--- src/rtl/ictab_pkg.sv ---
`default_nettype none

package ictab_pkg;

  // Item modes, echoed as result kind
  localparam logic [1:0] MODE_RESEED = 2'd0;
  localparam logic [1:0] MODE_WRITE  = 2'd1;
  localparam logic [1:0] MODE_DRAW   = 2'd2;
  localparam logic [1:0] MODE_RAW    = 2'd3;

  // Configuration register indexes
  localparam logic [1:0] CFG_SEED  = 2'd0;
  localparam logic [1:0] CFG_TLEN  = 2'd1;
  localparam logic [1:0] CFG_BASE  = 2'd2;

  // splitmix64 constants
  localparam logic [63:0] SM_GOLDEN = 64'h9e3779b97f4a7c15;
  localparam logic [63:0] SM_MUL_A  = 64'hbf58476d1ce4e5b9;
  localparam logic [63:0] SM_MUL_B  = 64'h94d049bb133111eb;
  localparam int unsigned SM_SH_A   = 30;
  localparam int unsigned SM_SH_B   = 27;
  localparam int unsigned SM_SH_C   = 31;

  // xoshiro256** constants
  localparam int unsigned XO_SHL    = 17;
  localparam int unsigned XO_ROT_S  = 45;
  localparam int unsigned XO_ROT_O  = 7;

  // Fraction taken from the top of the random word
  localparam int unsigned FRAC_SHIFT = 11;

  // Width for table lengths and depths (depth may reach 65536)
  localparam int unsigned LEN_W = 17;

  typedef struct packed {
    logic [1:0]  mode;
    logic [9:0]  entry_index;
    logic [53:0] entry_value;
  } in_t;

  typedef struct packed {
    logic [1:0]  result_kind;
    logic [16:0] sample_value;
    logic [63:0] random_word;
  } out_t;

  // Datapath operations issued by the controller
  typedef enum logic [3:0] {
    OP_NONE,
    OP_LOAD,
    OP_SM_ADD,
    OP_SM_MIX1,
    OP_MUL0,
    OP_MUL1,
    OP_MUL2,
    OP_SM_MIX2,
    OP_SM_FIN,
    OP_WR_ENTRY,
    OP_GEN_STEP,
    OP_GEN_OUT,
    OP_SRCH_RD,
    OP_SRCH_CMP,
    OP_LOAD_OUT
  } dp_op_t;

  typedef struct packed {
    dp_op_t     op;
    logic       mul_b_sel;
    logic [1:0] word_sel;
  } dp_cmd_t;

  typedef struct packed {
    logic srch_done;
  } dp_sts_t;

  function automatic logic [63:0] rotl64(input logic [63:0] v, input int unsigned n);
    return (v << n) | (v >> (64 - n));
  endfunction

endpackage

`default_nettype wire

--- src/rtl/ictab_ctrl.sv ---
`default_nettype none

module ictab_ctrl (
  input  wire logic                clk,
  input  wire logic                rst_n,
  input  wire logic                in_valid,
  input  wire logic [1:0]          in_mode,
  output logic                     in_stall,
  input  wire logic                out_stall,
  output logic                     out_valid,
  output ictab_pkg::dp_cmd_t       cmd,
  input  wire ictab_pkg::dp_sts_t  sts
);

  typedef enum logic [4:0] {
    S_IDLE,
    S_SM_ADD,
    S_SM_MIX1,
    S_MUL0,
    S_MUL1,
    S_MUL2,
    S_SM_MIX2,
    S_SM_FIN,
    S_WR,
    S_GEN_STEP,
    S_GEN_OUT,
    S_SRCH_RD,
    S_SRCH_CMP,
    S_OUT
  } state_t;

  state_t     state_r, state_nxt;
  logic [1:0] mode_r, mode_nxt;
  logic [1:0] wi_r, wi_nxt;
  logic       second_r, second_nxt;
  logic       out_valid_r, out_valid_nxt;

  // Take a new item only between items
  assign in_stall  = (state_r != S_IDLE);
  assign out_valid = out_valid_r;

  // Sequence the datapath
  always_comb begin
    state_nxt     = state_r;
    mode_nxt      = mode_r;
    wi_nxt        = wi_r;
    second_nxt    = second_r;
    out_valid_nxt = out_valid_r & out_stall;
    cmd.op        = ictab_pkg::OP_NONE;
    cmd.mul_b_sel = second_r;
    cmd.word_sel  = wi_r;

    case (state_r)
      S_IDLE: begin
        if (in_valid) begin
          cmd.op     = ictab_pkg::OP_LOAD;
          mode_nxt   = in_mode;
          wi_nxt     = 2'd0;
          second_nxt = 1'b0;
          case (in_mode)
            ictab_pkg::MODE_RESEED: state_nxt = S_SM_ADD;
            ictab_pkg::MODE_WRITE:  state_nxt = S_WR;
            default:                state_nxt = S_GEN_STEP;
          endcase
        end
      end
      S_SM_ADD: begin
        cmd.op    = ictab_pkg::OP_SM_ADD;
        state_nxt = S_SM_MIX1;
      end
      S_SM_MIX1: begin
        cmd.op    = ictab_pkg::OP_SM_MIX1;
        state_nxt = S_MUL0;
      end
      S_MUL0: begin
        cmd.op    = ictab_pkg::OP_MUL0;
        state_nxt = S_MUL1;
      end
      S_MUL1: begin
        cmd.op    = ictab_pkg::OP_MUL1;
        state_nxt = S_MUL2;
      end
      S_MUL2: begin
        cmd.op    = ictab_pkg::OP_MUL2;
        state_nxt = second_r ? S_SM_FIN : S_SM_MIX2;
      end
      S_SM_MIX2: begin
        cmd.op     = ictab_pkg::OP_SM_MIX2;
        second_nxt = 1'b1;
        state_nxt  = S_MUL0;
      end
      S_SM_FIN: begin
        cmd.op     = ictab_pkg::OP_SM_FIN;
        second_nxt = 1'b0;
        wi_nxt     = wi_r + 2'd1;
        state_nxt  = (wi_r == 2'd3) ? S_OUT : S_SM_ADD;
      end
      S_WR: begin
        cmd.op    = ictab_pkg::OP_WR_ENTRY;
        state_nxt = S_OUT;
      end
      S_GEN_STEP: begin
        cmd.op    = ictab_pkg::OP_GEN_STEP;
        state_nxt = S_GEN_OUT;
      end
      S_GEN_OUT: begin
        cmd.op    = ictab_pkg::OP_GEN_OUT;
        state_nxt = (mode_r == ictab_pkg::MODE_DRAW) ? S_SRCH_RD : S_OUT;
      end
      S_SRCH_RD: begin
        if (sts.srch_done) begin
          state_nxt = S_OUT;
        end else begin
          cmd.op    = ictab_pkg::OP_SRCH_RD;
          state_nxt = S_SRCH_CMP;
        end
      end
      S_SRCH_CMP: begin
        cmd.op    = ictab_pkg::OP_SRCH_CMP;
        state_nxt = S_SRCH_RD;
      end
      S_OUT: begin
        // Hold until the output register is free
        if (!out_valid_r || !out_stall) begin
          cmd.op        = ictab_pkg::OP_LOAD_OUT;
          out_valid_nxt = 1'b1;
          state_nxt     = S_IDLE;
        end
      end
      default: state_nxt = S_IDLE;
    endcase
  end

  // Hold state and registered outputs
  always_ff @(posedge clk) begin
    if (!rst_n) begin
      state_r     <= S_IDLE;
      mode_r      <= ictab_pkg::MODE_RESEED;
      wi_r        <= 2'd0;
      second_r    <= 1'b0;
      out_valid_r <= 1'b0;
    end else begin
      state_r     <= state_nxt;
      mode_r      <= mode_nxt;
      wi_r        <= wi_nxt;
      second_r    <= second_nxt;
      out_valid_r <= out_valid_nxt;
    end
  end

endmodule

`default_nettype wire

--- config.mk ---
export PLATFORM = sky130hd
export DESIGN_NAME = ictab_ctrl
export DESIGN_NICKNAME = d
export VERILOG_FILES = /design/src/rtl/ictab_pkg.sv /design/src/rtl/ictab_ctrl.sv
export SDC_FILE = /design/constraint.sdc
export NUM_CORES = 1
export LEC_CHECK = 0
export ABC_CLOCK_PERIOD_IN_PS = 1800
export BUFFER_PORTS_ARGS = -buffer_cell sky130_fd_sc_hd__buf_2
export CORE_MARGIN = 2
export CORE_UTILIZATION = 45
export CTS_BUF_LIST = sky130_fd_sc_hd__clkbuf_8
export DETAILED_ROUTE_END_ITERATION = 7
export PLACE_DENSITY = 0.68
export SLEW_MARGIN = 40
export SYNTH_ARGS = -nofsm -noshare
export SYNTH_HDL_FRONTEND = slang
export SYNTH_SLANG_ARGS = --single-unit
--- constraint.sdc ---
create_clock -name clk -period 1.8 [get_ports clk]
set_input_delay 0.54 -clock clk [delete_from_list [all_inputs] [get_ports clk]]
set_output_delay 0.54 -clock clk [all_outputs]
set_load 0.005 [all_outputs]
## Word level (Yosys, flattened, before mapping)

Cells that the tools add are included.

| cells by class | value |
|---|---|
| add/sub/neg operators | 1 |
| equal/unequal tests | 18 |
| multiply operators | 0 |
| shifts and indexed selects | 0 |
| multiplexer cells | 18 |
| reductions and logical operators | 13 |
| divide/modulo/power cells | 0 |
| magnitude comparators | 0 |
| bitwise gates (word level) | 1 |

Operator list:

| kind | number |
|---|---|
| $pmux W5 S13 | 1 |
| $pmux W4 S14 | 1 |
| $eq A5 B4 Y1 const B | 6 |
| $eq A5 B3 Y1 const B | 4 |
| $mux W4 | 3 |
| $eq A5 B2 Y1 const B | 2 |
| $mux W5 | 2 |
| $pmux W4 S2 | 1 |
| $reduce_and A2 Y1 | 4 |
| $mux W1 | 6 |
| $eq A5 B1 Y1 const B | 1 |
| $logic_not A5 Y1 | 1 |
| $reduce_bool A5 Y1 | 1 |
| $eq A2 B2 Y1 const B | 2 |
| $ne A2 B2 Y1 const B | 2 |
| $pmux W2 S2 | 1 |
| $mux W3 | 1 |
| $pmux W1 S3 | 1 |
| $reduce_bool A3 Y1 | 1 |
| $add A2 B1 Y2 const B | 1 |
| $eq A2 B1 Y1 const B | 1 |
| $logic_not A1 Y1 | 2 |
| $logic_not A2 Y1 | 1 |
| $mux W2 | 1 |
| other kinds (4) | 4 |

| word-level totals | value |
|---|---|
| memories | 0 |
| logic and storage cells | 56 |
| output and inout bits | 9 |
| RAM bits | 0 |
| latch bits | 0 |
| register bits | 11 |
| bits in read-only memories | 0 |

## Depth between registers and ports, before layout

| depth | value |
|---|---|
| depth after elaboration | 4 |
| depth in mapped cells | 6 |
| mapped depth without buffers | 5 |

## Least setup slack after synthesis

No wires, ideal clock.

| timing | value |
|---|---|
| path kind | flip-flop to output port |
| start | reg state_r[1] |
| end | out cmd[5] (netlist name) |
| cell stages (with the launch flop) | 6 |
| setup slack | 0.100 ns |
| path buffers | 2 |
| arrival | 1.160 ns |
| path through | dfxtp_1 buf_2 buf_2 nand3b_1 a21oi_1 a311oi_1 |

RTL lines:

| element | RTL line | RTL |
|---|---|---|
| start, declared | ictab_ctrl.sv:32 | `state_t state_r, state_nxt;` |
| start signal, assigned | ictab_ctrl.sv:143 | `state_r <= state_nxt;` |
| end, declared | ictab_ctrl.sv:11 | `output ictab_pkg::dp_cmd_t cmd,` |

## Worst setup path after layout

| timing | value |
|---|---|
| start | reg state_r[3] |
| end | out in_stall |

| on the way | value |
|---|---|
| word-level cells in the longest chain between the ends | 1 |

RTL lines:

| element | RTL line | RTL |
|---|---|---|
| $reduce_bool A5 Y1 | ictab_ctrl.sv:39 | `assign in_stall = (state_r != S_IDLE);` |
| end, declared | ictab_ctrl.sv:8 | `output logic in_stall,` |

Every way passes these cells.

==> out/results.tsv <==
stage	metric	value	unit
run_status	status	finished with violations	
run_status	violations	negative setup slack	
clock_network	cts_tree	yes	
detailed_routing	viasPerCell	5.835	
global_route	grt_max_degree	12	
critical_path	cp_max_fo	6	
layout	layout.nets	127	
timing	final.setup_skew	0.005952	ns
critical_path	crit_chain	or4_4 > buf_6	
logic_synthesis	synth_edf_count	0	
timing	whs	0.4936	ns
floorplanning	boundaryPins	16	
layout	area_delta_synth_final	34.61	%
critical_path	cp_data_arrival_time	1.26	ns
logic_synthesis	yosys.cell_types.count	44	
flow_run	max-cap-violations	0	
worst_hold_path	holdPathEnd	wi_r[1]	
logic_synthesis	ys.warnings.count	0	
floorplanning	start_util	47.76	%
floorplanning	num_rows	14	
logic_synthesis	syn_nets	101	
logic_synthesis	synth_area	719.4	um^2
detailed_routing	dr.pass1.iters	4	
layout	fillers	141	
logic_synthesis	ys_ff_latch	10	
detailed_routing	wire_per_inst	14.14	um
critical_path	slowest_stage	or4_4	
timing	setup-tns-final	-0.002155	ns
global_route	grt.total_usage	20.24	%
logic_synthesis	netlist_instances	93	
timing	max_freq	0.5549	GHz
layout	layout-drive-gt1-share	38.46	%
detailed_routing	drt_iter0_markers	19	
critical_path	reg2reg_slack	0.08	ns
timing	fin_crit_sh	100.1	%
clock_network	cts-root-buf	clkbuf_8	
floorplanning	fp.dieW	43.99	um
critical_path	cpPeakStageDelay	0.54	ns
placed_design	placement.cell_area	850.8	um^2
clock_network	cts_buffers	3	
pwr	total_power	1.521	mW
placed_design	place.gp.congestion	0.8176	
logic_synthesis	syn_avg_cell_area	7.736	um^2
global_route	grt_overflow	0	
detailed_routing	drc_errors	0	
critical_path	crit_required	1.26	ns
pwr	pwr_density_cell	1571	mW/mm^2
clock_network	clk_pin_slew	0.05	ns
layout	antenna_cells	0	
pwr	ir_drop	0.7960	mV
critical_path	crit_path_end_kind	primary output	
global_route	grt_pass1_wl	2953	um
critical_path	reg2reg_to	wi_r[1]	
layout	final_cell_area	968.4	um^2
detailed_routing	final_antenna_net_count	0	
timing	fin_crit	1.802	ns
critical_path	r2r_cells	6	
clock_network	cts.sinks	10	
placed_design	place_ws	-0.09742	ns
worst_hold_path	hp-start	wi_r[1]	
logic_synthesis	ys.flop_type	dfxtp_1	
floorplanning	dieHeight	43.99	um
critical_path	r2r-start	state_r[0]	
timing	final-hold-violation-count	0	
global_route	grt_pass1_vias	691	
critical_path	critPathLaunchType	flip-flop	
logic_synthesis	yosysSeqAreaShare	27.83	%
timing	maxSlewViolCount	0	
clock_network	ctsHoldBuffers	0	
pwr	total_leakage_power	0.4340	nW
layout	post-route-util	64.29	%
floorplanning	core_area	0.001506	mm^2
clock_network	cts_max_level	1	
timing	setup_viol	1	
timing	worst_pin_slew	0.3079	ns
detailed_routing	wl	1880	um
worst_hold_path	hold-path-cell-count	2	
timing	rsz0062_at_grt	yes	
detailed_routing	num_vias	776	
clock_network	clkLatencyLatePin	0.23	ns
layout	stdcell_count	133	
critical_path	crit_type	reg -> out	
worst_hold_path	min_path_type	reg -> reg	
clock_network	cts_buffer_depth	2	
global_route	antenna_found_initial	0	
placed_design	placed_cells	126	
timing	setup_ws	-0.002155	ns
placed_design	hpwl	1307	um
logic_synthesis	async_flop_share	0	%
floorplanning	fp.dieArea	0.001935	mm^2
timing	slew_headroom	79.35	%
placed_design	portBuffers	15	
## metal layers
layer | wire (um) | global-route usage (%)
met1 | 830 | 26.85
met2 | 952 | 33.53
met3 | 81 | 2.500
met4 | 15 | 7.273
met5 | 0 | 0
## worst max path at each step
stage | from | endpoint | cells after the start
after CTS | state_r[3] | in_stall | 2
after floorplan | state_r[1] | cmd[5] | 5
final | state_r[3] | in_stall | 2
after detailed placement | out_stall | cmd[5] | 6
after global routing | out_stall | cmd[4] | 6
after global placement | out_stall | cmd[5] | 6
## where the power goes
part	total [mW]	internal (mW)	switching [mW]	leakage, nW
combinational	0.897	0.484	0.413	0.329
clock	0.232	0.146	0.0854	0.0216
sequential	0.392	0.297	0.0954	0.0839
total	1.52	0.927	0.594	0.434
## state kept, by name, indices dropped and copies added, names as in the netlist
register / cells
state_r: 4
out_valid: 1
wi_r: 2
second_r: 1
mode_r: 2
## synthesized netlist by cell type, types with 2 or more instances
| library cell | count | share of area, % |
|---|---|---|
| o21ai_1 | 2 | 1.4 |
| dfxtp_1 | 10 | 28 |
| and2_1 | 3 | 2.6 |
| nand3b_1 | 2 | 2.1 |
| o21ai_0 | 6 | 4.2 |
| o221ai_1 | 2 | 2.4 |
| buf_2 | 4 | 2.8 |
| clkbuf_1 | 3 | 1.6 |
| nand2_1 | 8 | 4.2 |
| nand2b_1 | 3 | 2.6 |
| mux2i_1 | 2 | 2.8 |
| nor2b_1 | 4 | 3.5 |
| nor2_1 | 6 | 3.1 |
| or3_1 | 2 | 1.7 |
| a21oi_1 | 7 | 4.9 |
## cell families (layout without fill, tap and decap cells)
kind of cell,after synthesis,after routing,synth area share [%]
multiplexers,2,2,2.783
XOR/XNOR,1,1,1.218
flip-flops,10,10,27.83
AO/OA/AOI/OAI,31,31,29.22
AND/OR/NAND/NOR,37,37,29.22
adder cells (fa/ha/maj),1,1,1.739
buffers and inverters,11,35,7.999
## final cells by class
| cell class | instances | area, um^2 | area share (%) |
|---|---|---|---|
| timing repair buffer | 31 | 216.5 | 22.35 |
| clock buffer | 3 | 41.29 | 4.264 |
| tap | 16 | 20.02 | 2.067 |
| sequential | 10 | 212.7 | 21.96 |
| multi-input combinational | 72 | 474.2 | 48.97 |
| inverter | 1 | 3.754 | 0.3876 |
## repair_timing
| item | CTS | global route |
|---|---|---|
| endpoints found under the setup margin | 5 | 4 |
| resized for setup | 8 | 9 |
| pin swaps | 2 | 0 |
| buffers inserted | 0 | 4 |
## layout by cell type, fill, tap and decap left out, types with 4 or more instances in the layout
cell type / Yosys / final
buf_4: 1 / 14
buf_2: 4 / 13
nand2_1: 8 / 8
a21oi_1: 7 / 6
nor2_1: 6 / 6
dfxtp_1: 10 / 6
o21ai_1: 2 / 4
nor2b_1: 4 / 4
o21ai_0: 6 / 4
## critical path, delay by kind of cell (launching register included)
kind,cells,cell delay (ns)
and+or+nand+nor,1,0.54
buffers and inverters,1,0.13
DFF,1,0.36
Power figures use the tool's default switching activity.
